==> src/fault_window_prefetch_address_gen_assert.svh <==
// Assertion macros shared by the prefetch address generator modules.
`ifndef FAULT_WINDOW_PREFETCH_ADDRESS_GEN_ASSERT_SVH
`define FAULT_WINDOW_PREFETCH_ADDRESS_GEN_ASSERT_SVH

// Same-cycle implication: whenever cond holds, prop holds too.
`define FWPAG_ASSERT_IMPLY(label, clk, rst_n, cond, prop, msg) \
    label: assert property (@(posedge clk) disable iff (!rst_n) (cond) |-> (prop)) \
        else $error(msg);

// Next-cycle implication: cond in one cycle, prop in the next.
`define FWPAG_ASSERT_NEXT(label, clk, rst_n, cond, prop, msg) \
    label: assert property (@(posedge clk) disable iff (!rst_n) (cond) |=> (prop)) \
        else $error(msg);

`endif

==> src/fwpag_pkg.sv <==
// Types and constants of the fault-around prefetch address generator.
`timescale 1ns / 1ps
package fwpag_pkg;

    localparam int ADDR_W = 64;
    localparam int WIN_W  = 5;
    // burst length field, wide enough for twice the largest window
    localparam int CNT_W  = 7;

    localparam logic [WIN_W-1:0] WINDOW_RESET = 5'd4;

    typedef enum logic [1:0] {
        CMD_SKIP,   // disabled or empty window: handled clear
        CMD_SHORT,  // window under one page: handled, no page
        CMD_BURST   // one beat per whole page
    } cmd_kind_t;

    typedef struct packed {
        cmd_kind_t          kind;
        logic [ADDR_W-1:0]  start;
        logic [CNT_W-1:0]   count;
    } cmd_t;

    typedef enum logic [1:0] {
        F_IDLE,
        F_SUM,
        F_CLIP,
        F_SIZE
    } front_state_t;

endpackage

==> src/fwpag_front.sv <==
// Front end: takes a fault beat, clips the window to the region, sizes the burst.
`timescale 1ns / 1ps
module fwpag_front #(
    parameter int MAX_WINDOW = 16,
    parameter int PAGE_SHIFT = 12
) (
    input  logic                           clk,
    input  logic                           rst_n,
    input  logic                           cfg_we,
    input  logic [fwpag_pkg::WIN_W-1:0]    cfg_wdata,
    input  logic                           in_valid,
    output logic                           in_ready,
    input  logic [fwpag_pkg::ADDR_W-1:0]   fault_address,
    input  logic [fwpag_pkg::ADDR_W-1:0]   region_start,
    input  logic [fwpag_pkg::ADDR_W-1:0]   region_end,
    output logic                           cmd_push,
    output fwpag_pkg::cmd_t                cmd,
    input  logic                           cmd_full
);
    import fwpag_pkg::*;

    localparam int NR_W = ADDR_W - PAGE_SHIFT;
    localparam int WS_W = WIN_W + 1;

    front_state_t       state_reg, state_next;
    logic [WIN_W-1:0]   window_reg;
    logic [WIN_W-1:0]   win_reg, win_next;
    logic [ADDR_W-1:0]  addr_reg, rstart_reg, rend_reg;
    logic [ADDR_W-1:0]  lo_reg, lo_next, hi_reg, hi_next;
    logic               lo_ok_reg, lo_ok_next, hi_cy_reg, hi_cy_next;
    logic [ADDR_W-1:0]  start_reg, start_next, end_reg, end_next;
    logic               accept;
    logic [WS_W-1:0]    win_sat;
    logic [ADDR_W-1:0]  span;
    logic [ADDR_W:0]    lo_full, hi_full, diff;
    logic [NR_W-1:0]    nr;
    logic [CNT_W-1:0]   nr_cap;

    assign accept  = in_valid && in_ready;
    assign win_sat = ({1'b0, window_reg} > WS_W'(MAX_WINDOW)) ? WS_W'(MAX_WINDOW)
                                                              : {1'b0, window_reg};
    assign span    = ADDR_W'(win_reg) << PAGE_SHIFT;
    assign lo_full = {1'b0, addr_reg} - {1'b0, span};
    assign hi_full = {1'b0, addr_reg} + {1'b0, span};
    assign diff    = {1'b0, end_reg} - {1'b0, start_reg};
    assign nr      = diff[ADDR_W-1:PAGE_SHIFT];
    assign nr_cap  = (nr > NR_W'(2 * MAX_WINDOW)) ? CNT_W'(2 * MAX_WINDOW) : CNT_W'(nr);

    always_comb
    begin
        state_next = state_reg;
        win_next   = win_reg;
        lo_next    = lo_reg;
        lo_ok_next = lo_ok_reg;
        hi_next    = hi_reg;
        hi_cy_next = hi_cy_reg;
        start_next = start_reg;
        end_next   = end_reg;
        in_ready   = 1'b0;
        cmd_push   = 1'b0;
        cmd.start  = start_reg;
        cmd.count  = nr_cap;
        cmd.kind   = CMD_BURST;
        if (win_reg == '0 || diff[ADDR_W] || diff[ADDR_W-1:0] == '0)
        begin
            cmd.kind = CMD_SKIP;
        end
        else if (nr == '0)
        begin
            cmd.kind = CMD_SHORT;
        end
        case (state_reg)
            F_IDLE:
            begin
                in_ready = 1'b1;
                if (in_valid)
                begin
                    win_next   = win_sat[WIN_W-1:0];
                    state_next = F_SUM;
                end
            end
            F_SUM:
            begin
                // fault minus span (must stay above zero) and fault plus span
                lo_next    = lo_full[ADDR_W-1:0];
                lo_ok_next = !lo_full[ADDR_W] && lo_full[ADDR_W-1:0] != '0;
                hi_next    = hi_full[ADDR_W-1:0];
                hi_cy_next = hi_full[ADDR_W];
                state_next = F_CLIP;
            end
            F_CLIP:
            begin
                start_next = (lo_ok_reg && lo_reg >= rstart_reg) ? lo_reg : rstart_reg;
                end_next   = (hi_cy_reg || hi_reg > rend_reg) ? rend_reg : hi_reg;
                state_next = F_SIZE;
            end
            F_SIZE:
            begin
                if (!cmd_full)
                begin
                    cmd_push   = 1'b1;
                    state_next = F_IDLE;
                end
            end
            default:
            begin
                state_next = F_IDLE;
            end
        endcase
    end

    always_ff @(posedge clk or negedge rst_n)
    begin
        if (!rst_n)
        begin
            state_reg  <= F_IDLE;
            window_reg <= WINDOW_RESET;
        end
        else
        begin
            state_reg <= state_next;
            if (cfg_we)
            begin
                window_reg <= cfg_wdata;
            end
        end
    end

    always_ff @(posedge clk)
    begin
        if (accept)
        begin
            addr_reg   <= fault_address;
            rstart_reg <= region_start;
            rend_reg   <= region_end;
        end
        win_reg   <= win_next;
        lo_reg    <= lo_next;
        lo_ok_reg <= lo_ok_next;
        hi_reg    <= hi_next;
        hi_cy_reg <= hi_cy_next;
        start_reg <= start_next;
        end_reg   <= end_next;
    end

endmodule

==> src/fwpag_cmd_fifo.sv <==
// Two-entry command queue between front and back end.
`timescale 1ns / 1ps
`include "fault_window_prefetch_address_gen_assert.svh"
module fwpag_cmd_fifo (
    input  logic             clk,
    input  logic             rst_n,
    input  logic             push,
    input  fwpag_pkg::cmd_t  push_cmd,
    output logic             full,
    output logic             pop_valid,
    output fwpag_pkg::cmd_t  pop_cmd,
    input  logic             pop
);
    import fwpag_pkg::*;

    cmd_t        entry_reg [2];
    logic        wr_ptr_reg, rd_ptr_reg;
    logic [1:0]  count_reg, count_next;

    assign full      = count_reg == 2'd2;
    assign pop_valid = count_reg != 2'd0;
    assign pop_cmd   = entry_reg[rd_ptr_reg];

    always_comb
    begin
        count_next = count_reg;
        if (push && !pop)
        begin
            count_next = count_reg + 2'd1;
        end
        else if (pop && !push)
        begin
            count_next = count_reg - 2'd1;
        end
    end

    always_ff @(posedge clk or negedge rst_n)
    begin
        if (!rst_n)
        begin
            wr_ptr_reg <= 1'b0;
            rd_ptr_reg <= 1'b0;
            count_reg  <= 2'd0;
        end
        else
        begin
            count_reg <= count_next;
            if (push)
            begin
                wr_ptr_reg <= !wr_ptr_reg;
            end
            if (pop)
            begin
                rd_ptr_reg <= !rd_ptr_reg;
            end
        end
    end

    always_ff @(posedge clk)
    begin
        if (push)
        begin
            entry_reg[wr_ptr_reg] <= push_cmd;
        end
    end

    `FWPAG_ASSERT_IMPLY(a_no_overflow, clk, rst_n, push, !full || pop, "queue overflow")
    `FWPAG_ASSERT_IMPLY(a_no_underflow, clk, rst_n, pop, pop_valid, "queue underflow")

endmodule

==> src/fwpag_back.sv <==
// Back end: turns queued commands into page beats through an output register.
`timescale 1ns / 1ps
`include "fault_window_prefetch_address_gen_assert.svh"
module fwpag_back #(
    parameter int PAGE_SHIFT = 12
) (
    input  logic                           clk,
    input  logic                           rst_n,
    input  logic                           cmd_valid,
    input  fwpag_pkg::cmd_t                cmd,
    output logic                           cmd_pop,
    output logic                           out_valid,
    input  logic                           out_ready,
    output logic [fwpag_pkg::ADDR_W-1:0]   page_address,
    output logic                           page_valid,
    output logic                           handled,
    output logic                           last
);
    import fwpag_pkg::*;

    localparam logic [ADDR_W-1:0] PAGE_BYTES = ADDR_W'(1) << PAGE_SHIFT;

    logic               active_reg, active_next;
    logic [ADDR_W-1:0]  page_reg, page_next;
    logic [CNT_W-1:0]   left_reg, left_next;
    logic               ov_reg, ov_next;
    logic [ADDR_W-1:0]  oa_reg, oa_next;
    logic               opv_reg, opv_next, ohd_reg, ohd_next, olast_reg, olast_next;
    logic               out_free;

    assign out_free     = !ov_reg || out_ready;
    assign out_valid    = ov_reg;
    assign page_address = oa_reg;
    assign page_valid   = opv_reg;
    assign handled      = ohd_reg;
    assign last         = olast_reg;

    always_comb
    begin
        active_next = active_reg;
        page_next   = page_reg;
        left_next   = left_reg;
        ov_next     = ov_reg && !out_ready;
        oa_next     = oa_reg;
        opv_next    = opv_reg;
        ohd_next    = ohd_reg;
        olast_next  = olast_reg;
        cmd_pop     = 1'b0;
        if (out_free)
        begin
            if (active_reg)
            begin
                ov_next     = 1'b1;
                oa_next     = page_reg;
                opv_next    = 1'b1;
                ohd_next    = 1'b1;
                olast_next  = left_reg == CNT_W'(1);
                active_next = left_reg != CNT_W'(1);
                left_next   = left_reg - CNT_W'(1);
                page_next   = page_reg + PAGE_BYTES;
            end
            else if (cmd_valid)
            begin
                cmd_pop    = 1'b1;
                ov_next    = 1'b1;
                oa_next    = '0;
                opv_next   = 1'b0;
                ohd_next   = 1'b0;
                olast_next = 1'b1;
                case (cmd.kind)
                    CMD_SHORT:
                    begin
                        ohd_next = 1'b1;
                    end
                    CMD_BURST:
                    begin
                        // first page goes out at once, the rest from the counter
                        oa_next     = cmd.start;
                        opv_next    = 1'b1;
                        ohd_next    = 1'b1;
                        olast_next  = cmd.count == CNT_W'(1);
                        active_next = cmd.count != CNT_W'(1);
                        left_next   = cmd.count - CNT_W'(1);
                        page_next   = cmd.start + PAGE_BYTES;
                    end
                    default:
                    begin
                        ohd_next = 1'b0;
                    end
                endcase
            end
        end
    end

    always_ff @(posedge clk or negedge rst_n)
    begin
        if (!rst_n)
        begin
            active_reg <= 1'b0;
            left_reg   <= '0;
            ov_reg     <= 1'b0;
        end
        else
        begin
            active_reg <= active_next;
            left_reg   <= left_next;
            ov_reg     <= ov_next;
        end
    end

    always_ff @(posedge clk)
    begin
        page_reg  <= page_next;
        oa_reg    <= oa_next;
        opv_reg   <= opv_next;
        ohd_reg   <= ohd_next;
        olast_reg <= olast_next;
    end

    `FWPAG_ASSERT_IMPLY(a_active_count, clk, rst_n, active_reg, left_reg != '0,
        "burst active with no pages left")
    `FWPAG_ASSERT_IMPLY(a_pop_idle, clk, rst_n, cmd_pop, !active_reg,
        "command taken during a burst")
    `FWPAG_ASSERT_IMPLY(a_nopage_last, clk, rst_n, ov_reg && !opv_reg, olast_reg,
        "beat without a page must end its fault")

endmodule

==> src/fault_window_prefetch_address_gen.sv <==
// Top level of the fault-around prefetch address generator.
//
//   channel   | dir | beat contents (low bit first)
//   ----------+-----+--------------------------------------------------------
//   s_axis    | in  | tdata: fault_address, region_start, region_end
//   m_axis    | out | tdata: page_address; tuser: page_valid, handled; tlast
//   cfg       | in  | cfg_wdata: pages per side of the fault, written on cfg_we
//
// A fault beat passes through the front-end states in order (accept, sum/difference
// with the span, clip to the region, size the burst) and is then queued.
// The back end drains a queued command at one page beat per cycle while
// m_axis_tready allows, giving N = 1..2*MAX_WINDOW beats per fault;
// the front end works on the next fault while the back end still emits.
// Reset clears the control state and loads the window register with 4.
// m_axis_tready low holds the output register; once the two-entry queue
// fills, the front end holds its command and s_axis_tready stays low.
`timescale 1ns / 1ps
module fault_window_prefetch_address_gen #(
    parameter int MAX_WINDOW = 16,
    parameter int PAGE_SHIFT = 12
) (
    input  logic                              clk,
    input  logic                              rst_n,
    // configuration
    input  logic                              cfg_we,
    input  logic [fwpag_pkg::WIN_W-1:0]       cfg_wdata,     // pages per side
    // fault input
    input  logic                              s_axis_tvalid,
    output logic                              s_axis_tready,
    input  logic [3*fwpag_pkg::ADDR_W-1:0]    s_axis_tdata,  // fault_address, region_start, region_end
    // page output
    output logic                              m_axis_tvalid,
    input  logic                              m_axis_tready,
    output logic [fwpag_pkg::ADDR_W-1:0]      m_axis_tdata,  // page_address
    output logic [1:0]                        m_axis_tuser,  // page_valid, handled
    output logic                              m_axis_tlast
);
    import fwpag_pkg::*;

    logic  push, full, pop, pop_valid;
    cmd_t  push_cmd, pop_cmd;

    fwpag_front #(
        .MAX_WINDOW (MAX_WINDOW),
        .PAGE_SHIFT (PAGE_SHIFT)
    ) u_front (
        .clk           (clk),
        .rst_n         (rst_n),
        .cfg_we        (cfg_we),
        .cfg_wdata     (cfg_wdata),
        .in_valid      (s_axis_tvalid),
        .in_ready      (s_axis_tready),
        .fault_address (s_axis_tdata[ADDR_W-1:0]),
        .region_start  (s_axis_tdata[2*ADDR_W-1:ADDR_W]),
        .region_end    (s_axis_tdata[3*ADDR_W-1:2*ADDR_W]),
        .cmd_push      (push),
        .cmd           (push_cmd),
        .cmd_full      (full)
    );

    // decouples window sizing from the page burst
    fwpag_cmd_fifo u_fifo (
        .clk       (clk),
        .rst_n     (rst_n),
        .push      (push),
        .push_cmd  (push_cmd),
        .full      (full),
        .pop_valid (pop_valid),
        .pop_cmd   (pop_cmd),
        .pop       (pop)
    );

    fwpag_back #(
        .PAGE_SHIFT (PAGE_SHIFT)
    ) u_back (
        .clk          (clk),
        .rst_n        (rst_n),
        .cmd_valid    (pop_valid),
        .cmd          (pop_cmd),
        .cmd_pop      (pop),
        .out_valid    (m_axis_tvalid),
        .out_ready    (m_axis_tready),
        .page_address (m_axis_tdata),
        .page_valid   (m_axis_tuser[0]),
        .handled      (m_axis_tuser[1]),
        .last         (m_axis_tlast)
    );

endmodule
==> config.mk <==
export PLATFORM = sky130hd
export DESIGN_NAME = fault_window_prefetch_address_gen
export DESIGN_NICKNAME = d
export VERILOG_FILES = /design/src/fwpag_pkg.sv /design/src/fwpag_front.sv /design/src/fwpag_cmd_fifo.sv /design/src/fwpag_back.sv /design/src/fault_window_prefetch_address_gen.sv
export VERILOG_INCLUDE_DIRS = /design/src /design/src/src
export SDC_FILE = /design/constraint.sdc
export NUM_CORES = 1
export LEC_CHECK = 0
export BUFFER_PORTS_ARGS = -buffer_cell sky130_fd_sc_hd__buf_2
export CORE_MARGIN = 4
export CORE_UTILIZATION = 55
export CTS_CLUSTER_SIZE = 8
export DETAILED_ROUTE_END_ITERATION = 12
export PLACE_DENSITY = 0.74
export SETUP_SLACK_MARGIN = 0.2
export SLEW_MARGIN = 20
export SYNTH_ARGS = -nofsm -noshare
export SYNTH_HDL_FRONTEND = slang
export SYNTH_SLANG_ARGS = --single-unit
==> constraint.sdc <==
create_clock -name clk -period 16 [get_ports clk]
set_input_delay 1.6 -clock clk [delete_from_list [all_inputs] [get_ports clk]]
set_output_delay 1.6 -clock clk [all_outputs]
set_load 0.05 [all_outputs]
==> reports/qor.csv, run 1 <==
metric;value;unit
Post-Syn Instances;3023;
hold buffers post-CTS;0;
crit path capture type;register;
Leakage;16.3;nW
WS Path Type;register to register;
Final Non-Filler Cells;4232;
Max Cap Viol;0;
DR iter-0 viols;2231;
Resized Gates After CTS;0;
Final nets;3735;
mapped cell area;0.0374;sq mm
critical-path cell list;ha_1 -> nand4_1 -> nor4_1 -> nand2_1 -> or3_1 -> or4_1 -> nor4_1 -> o2bb2ai_1 -> nor3_1 -> o21bai_4 -> buf_4 -> mux2_2;
Clk Latency, worst-skew pair;650;ps
die height;269;microns
CTS H-tree lvls;3;
Vias/cell;5.92;
vias in the first global route;24718;
CTS tree;done;
Fillers;5078;
crit-path most repeated cell;nor4_1;
final count of negative-setup-slack endpoints;0;
antenna violations before repair;0;
critical path arrival;5660;ps
Slew Viols, Final;0;
ys flop type;edfxtp_1;
Final ANT Viol Nets;0;
Clock transition at path regs;50;ps
post-synth top area cell;edfxtp_1;
Hold Fails Final Rpt;0;
setup TNS;0;ps
Setup WS post-layout;10720;ps
syn avg cell area;12.4;sq um
most common cell after layout, fill and taps aside;edfxtp_1;
DP Cell Count;4086;
clock skew;22.5;ps
most frequent cells in the layout;719 x edfxtp_1, 270 x buf_2, 238 x inv_1, 212 x nor2_1, 211 x ha_1;
die width;269;microns
crit start category;register;
largest cells by area after synthesis;edfxtp_1 58%, ha_1 7.1%, mux2_2 4.8%;
number of synthesized flops with an enable pin;719;
Post-Place Worst Slack;10780;ps
Synth top area share;57.7;%
Initial Utilization;55.6;%
fin crit period;5280;ps
share of post-route cells with drive strength above 1;17.8;%
CTS Root Cell;clkbuf_16;
Pwr Density;211;mW/mm^2
status;finished clean;
router iterations before antenna repair;6;
final core occ;63.1;%
Max stage delay on crit path;690;ps
num ports;271;
port bufs;270;
synth unique cells;82;
max reg flops;146;
Max Buffers Root-to-Sink;3;
area of the multi-input gates;0.0140;sq mm
Worst Path Max Fanout;64;
register area;0.0221;sq mm
total wire length;94800;microns
Synth async-reset ratio;2.71;%
Hold Crit Class;register to register;
Post-DP HPWL;72800;microns
routed vias;25068;
TritonCTS buffer count;102;
GR Util All Layers;26.1;%
Placer Congestion;0.939;
Slowest-stage cell, CP;buf_4;
Yosys Warn Count;0;
relative slew slack;31.2;%
Wirelength per Cell;22.4;microns
GR Overflow Total;0;
Seq cells post-synth;739;
Area Growth Syn to Fin;13.5;%
Placement Rows;95;
drt drc;0;
CTS sink cnt;739;
Critical Path RT;16370;ps
FMAX;189;MHz
largest net degree at the start of global routing;90;
die area;0.0722;sq mm
first-pass GRT wire length;144000;microns
PnR Total Power;8.95;mW
core area;0.0673;sq mm
post-CTS setup buffer count;0;
RSZ-0062 raised after global routing;no;
maximum VDD drop;0.000160;V
Final Cycle Share;33.0;%
Worst-Margin Slew;1020;ps
sequential share of the synthesized area;59.1;%
[worst max-delay path: cells and delay by family (launching register included)]
kind / cells / cell delay, ps
buffers and inverters: 1 / 690
AOI/OAI and AO/OA: 2 / 320
DFF: 1 / 410
and+or+nand+nor: 7 / 2770
muxes: 1 / 470
adders and majority gates: 1 / 320
[Yosys cell counts (12+ instances only)]
library cell  instances
edfxtp_1            719
inv_1               238
nor2_1              215
ha_1                213
nand2_1             205
a21oi_1             183
mux2_2              160
o21ai_0             116
xnor2_1             109
xor2_1               79
mux2i_1              65
clkbuf_1             64
nand4_1              64
nor3_1               57
a21o_1               51
nand3_1              49
nand2b_1             35
nor4_1               35
nor2b_1              33
and3_1               24
buf_2                23
or3_1                22
o21a_1               21
dfrtp_1              19
a31oi_1              16
o211ai_1             14
or4_1                13
a211oi_1             12
nand3b_1             12
[worst paths after layout]
kind / startpoint / end / slack (ps) / depth (start not counted)
min in group asynchronous: rst_n / u_front.window_reg[1] / 960 / 1
max in group asynchronous: rst_n / u_fifo.rd_ptr_reg / 14540 / 1
hold reg to reg: u_front.addr_reg[2] / u_front.hi_reg[2] / 450 / 0
hold / removal: u_front.addr_reg[2] / u_front.hi_reg[2] / 450 / 0
setup / recovery: u_front.hi_reg[59] / u_front.end_reg[22] / 10720 / 12
setup reg to reg: u_front.hi_reg[59] / u_front.end_reg[22] / 10720 / 12
[layout make-up]
cell class / count / area share, %
well taps: 873 / 2.57
clock inverters: 5 / 0.206
multi-input cells: 1949 / 33.1
inverters: 238 / 2.11
repair buffers: 287 / 3.49
flip-flops and latches: 739 / 52.1
diodes: 2 / 0.0118
clock buffers: 139 / 6.44
[per-stage QoR]
stage | instance area (sq um) | hold slack [ps]
finish | 42400 | 454
global route | 42400 | 474
CTS | 42400 | 449
detailed placement | 39600 | 438
global placement | 39600 | 439
floorplan | 37400 | 417
[routing by layer]
metal	share of wire [%]	GRT usage, %
met1	46	39.0
met2	45	40.3
met4	2.6	7.21
met5	0	0
met3	6.8	3.94
[kinds of logic (layout without fill, tap and decap cells)]
family / after synthesis / after routing / share of synthesized area [%]
AOI/OAI and AO/OA: 506 / 506 / 8.33
xor gates and xnor gates: 189 / 189 / 4.45
adders and majority gates: 216 / 216 / 7.29
buffers and inverters: 336 / 669 / 3.56
DFF: 739 / 739 / 59.1
muxes: 225 / 225 / 6.56
other: 1 / 4 / 0.0100
and+or+nand+nor: 811 / 811 / 10.7
[power breakdown]
part           switching (mW)  internal, mW  total, mW
Clock                   0.761          1.17       1.93
Combinational            2.38          1.22       3.60
Sequential              0.408          3.01       3.42
Total                    3.55          5.40       8.95
Power figures use the tool's default switching activity.
==> inputs of run 2 (changes only) <==
--- a/config.mk
+++ b/config.mk
@@ -6,12 +6,13 @@
 export SDC_FILE = /design/constraint.sdc
 export NUM_CORES = 1
 export LEC_CHECK = 0
+export ABC_AREA = 1
 export BUFFER_PORTS_ARGS = -buffer_cell sky130_fd_sc_hd__buf_2
 export CORE_MARGIN = 4
 export CORE_UTILIZATION = 55
 export CTS_CLUSTER_SIZE = 8
 export DETAILED_ROUTE_END_ITERATION = 12
-export PLACE_DENSITY = 0.74
+export PLACE_DENSITY = 0.73
 export SETUP_SLACK_MARGIN = 0.2
 export SLEW_MARGIN = 20
 export SYNTH_ARGS = -nofsm -noshare
==> constraint.sdc (replaced) <==
create_clock -name clk -period 5.21 [get_ports clk]
set_input_delay 0.521 -clock clk [delete_from_list [all_inputs] [get_ports clk]]
set_output_delay 0.521 -clock clk [all_outputs]
set_load 0.05 [all_outputs]
==> run 2 against run 1 <==
Final area rose by 12%. Global-route usage increased by 2.4 points. Total power rose to 3.4 times the previous value. Utilization is 0.61 points higher. Largest power group unchanged.
==> reports/qor.csv, run 2 <==
metric;value;unit
GRT met1 Usage;40.3;%
TritonCTS buffer count;103;
relative slew slack;33.0;%
most frequent cells in the layout;1294 x nand2_1, 783 x inv_1, 719 x edfxtp_1, 407 x nor2_1, 270 x buf_2;
die width;282;microns
synth unique cells;69;
Max Buffers Root-to-Sink;3;
most common cell after layout, fill and taps aside;nand2_1;
Worst Path Max Fanout;48;
met3 Use GR;3.79;%
vias in the first global route;31004;
Internal;17.0;mW
status;finished clean;
router iterations before antenna repair;5;
mapped cell area;0.0414;sq mm
Psw;13.6;mW
Leakage;21.6;nW
Comb pwr share;45.9;%
sequential share of the synthesized area;53.4;%
die area;0.0796;sq mm
largest family of logic cells by synthesized area;simple AND/OR/NAND/NOR gates;
Clock transition at path regs;50;ps
routed vias;31811;
post-CTS setup buffer count;0;
Hold Fails Final Rpt;0;
clock share of power;19.6;%
num ports;271;
ANT cells;0;
Final ANT Viol Nets;0;
post-synth top area cell;edfxtp_1;
critical path arrival;4420;ps
WS Path Type;register to register;
most frequent cell after synthesis;nand2_1;
share of post-route cells with drive strength above 1;11.1;%
area share of fa/ha/maj cells after synthesis;6.59;%
total wire length;113000;microns
Area Growth Syn to Fin;14.6;%
Synth async-reset ratio;2.71;%
GR Util All Layers;28.5;%
Final nets;5403;
final core occ;63.7;%
ys flop type;edfxtp_1;
crit start category;register;
gr busiest metal;met2;
clock skew;49.8;ps
max reg flops;146;
switch share;44.4;%
drt drc;0;
CTS tree;done;
DR iter-0 viols;2573;
FMAX;247;MHz
Pwr Density;645;mW/mm^2
largest net degree at the start of global routing;85;
syn avg cell area;9.01;sq um
Initial Utilization;55.5;%
final count of negative-setup-slack endpoints;0;
Max Cap Viol;0;
post-synthesis mux area share;0.0968;%
Wirelength per Cell;18.8;microns
GR Overflow Total;0;
first-pass GRT wire length;174000;microns
CTS Root Cell;clkbuf_16;
GR Util met2;46.1;%
sequential share of power;34.5;%
largest cells by area after synthesis;edfxtp_1 52%, nand2_1 12%, inv_1 7.1%;
maximum VDD drop;0.000351;V
Hold Crit Class;primary input to register;
die height;282;microns
Placer Congestion;0.971;
Critical Path RT;5580;ps
Post-Syn Instances;4590;
Synth Area in Simple Gates;23.0;%
RSZ-0062 raised after global routing;no;
fin crit period;4050;ps
port bufs;270;
Placement Rows;100;
Post-DP HPWL;88200;microns
CTS H-tree lvls;3;
most frequent cells after synthesis;1296 x nand2_1, 785 x inv_1, 719 x edfxtp_1, 411 x nor2_1, 244 x nand3_1;
CTS sink cnt;739;
xor/xnor share of the synthesized area;3.64;%
crit path capture type;register;
setup TNS;0;ps
Final Cycle Share;77.7;%
Worst-Margin Slew;1000;ps
Synth Area in Compound Gates;4.60;%
Synth top area share;52.2;%
Slew Viols, Final;0;
core area;0.0744;sq mm
Clk Latency, worst-skew pair;680;ps
Yosys Warn Count;0;
antenna violations before repair;1;
number of synthesized flops with an enable pin;719;
Vias/cell;5.31;
Seq cells post-synth;739;
## run 2: cell type report
type                            instances  area [sq um]
Clock buffer                          136          2710
Clock inverter                         10           136
Fill cell                            6148         27000
Inverter                              817          3080
Multi-Input combinational cell       2946         15800
Sequential cell                       739         22100
Tap cell                              969          1210
Timing Repair Buffer                  378          2400
## run 2: kinds of logic (layout without fill, tap and decap cells)
logic type | Yosys count | count (layout)
AND/OR/NAND/NOR | 2226 | 2226
buffers and inverters | 906 | 1341
flip-flops | 739 | 739
AO/OA/AOI/OAI | 326 | 326
adder cells (fa/ha/maj) | 216 | 216
XOR/XNOR | 172 | 172
multiplexers | 4 | 4
other | 1 | 2
## run 2: critical path, stage by stage, from the launching register on
cell	delay [ps]
edfxtp_1	390
ha_1	330
nand4_1	130
nor3_1	340
nand2_1	200
nor4b_1	750
nand4_1	240
nand3_2	160
nand2_2	550
buf_4	480
nand2_1	80
o21ai_0	90
## run 2: what timing repair did
action	in CTS	in global routing
hold endpoints to repair	102	0
endpoints found under the setup margin	0	0
resized for setup	0	0
hold buffers	84	0
## run 2: final timing paths
| check | from | endpoint | slack (ps) | cells after the start |
|---|---|---|---|---|
| setup / recovery | u_front.lo_reg[63] | u_front.start_reg[5] | 1160 | 11 |
| hold / removal | s_axis_tdata[10] | u_front.addr_reg[10] | 30 | 1 |
| setup reg to reg | u_front.lo_reg[63] | u_front.start_reg[5] | 1160 | 11 |
| hold reg to reg | u_front.addr_reg[6] | u_front.hi_reg[6] | 450 | 0 |
| max in group asynchronous | rst_n | u_back.active_reg | 4350 | 2 |
| min in group asynchronous | rst_n | u_front.window_reg[4] | 390 | 2 |
## run 2: power by group through the flow
stage / combinational, mW / sequential (mW) / clock [mW]
2_1_floorplan: 9.30 / 11.1 / 0
3_3_place_gp: 13.7 / 10.5 / 0
3_5_place_dp: 13.9 / 10.6 / 0
4_1_cts: 14.0 / 10.5 / 6.09
5_1_grt: 15.7 / 10.7 / 6.36
6_report: 14.1 / 10.5 / 5.99
## run 2: per-layer routing
metal | vias to the layer above | part of all wire, %
li1 | 15678 | -
met2 | 1085 | 46
met3 | 206 | 6.1
met4 | 0 | 3.5
met1 | 14842 | 45
met5 | - | 0
## run 2: per-stage QoR
step           setup WS [ps]  power [mW]  hold slack [ps]  cell area (sq um)  instances
6_report                1160        30.6             25.6              47400       5995
5_1_grt                  874        32.8            0.274              47400       5995
4_1_cts                 1130        30.6           0.0210              47400       5995
3_5_place_dp            1160        24.5              433              43700       5765
3_3_place_gp            1260        24.3              435              43700       5765
2_1_floorplan            866        20.4              225              41400       4591
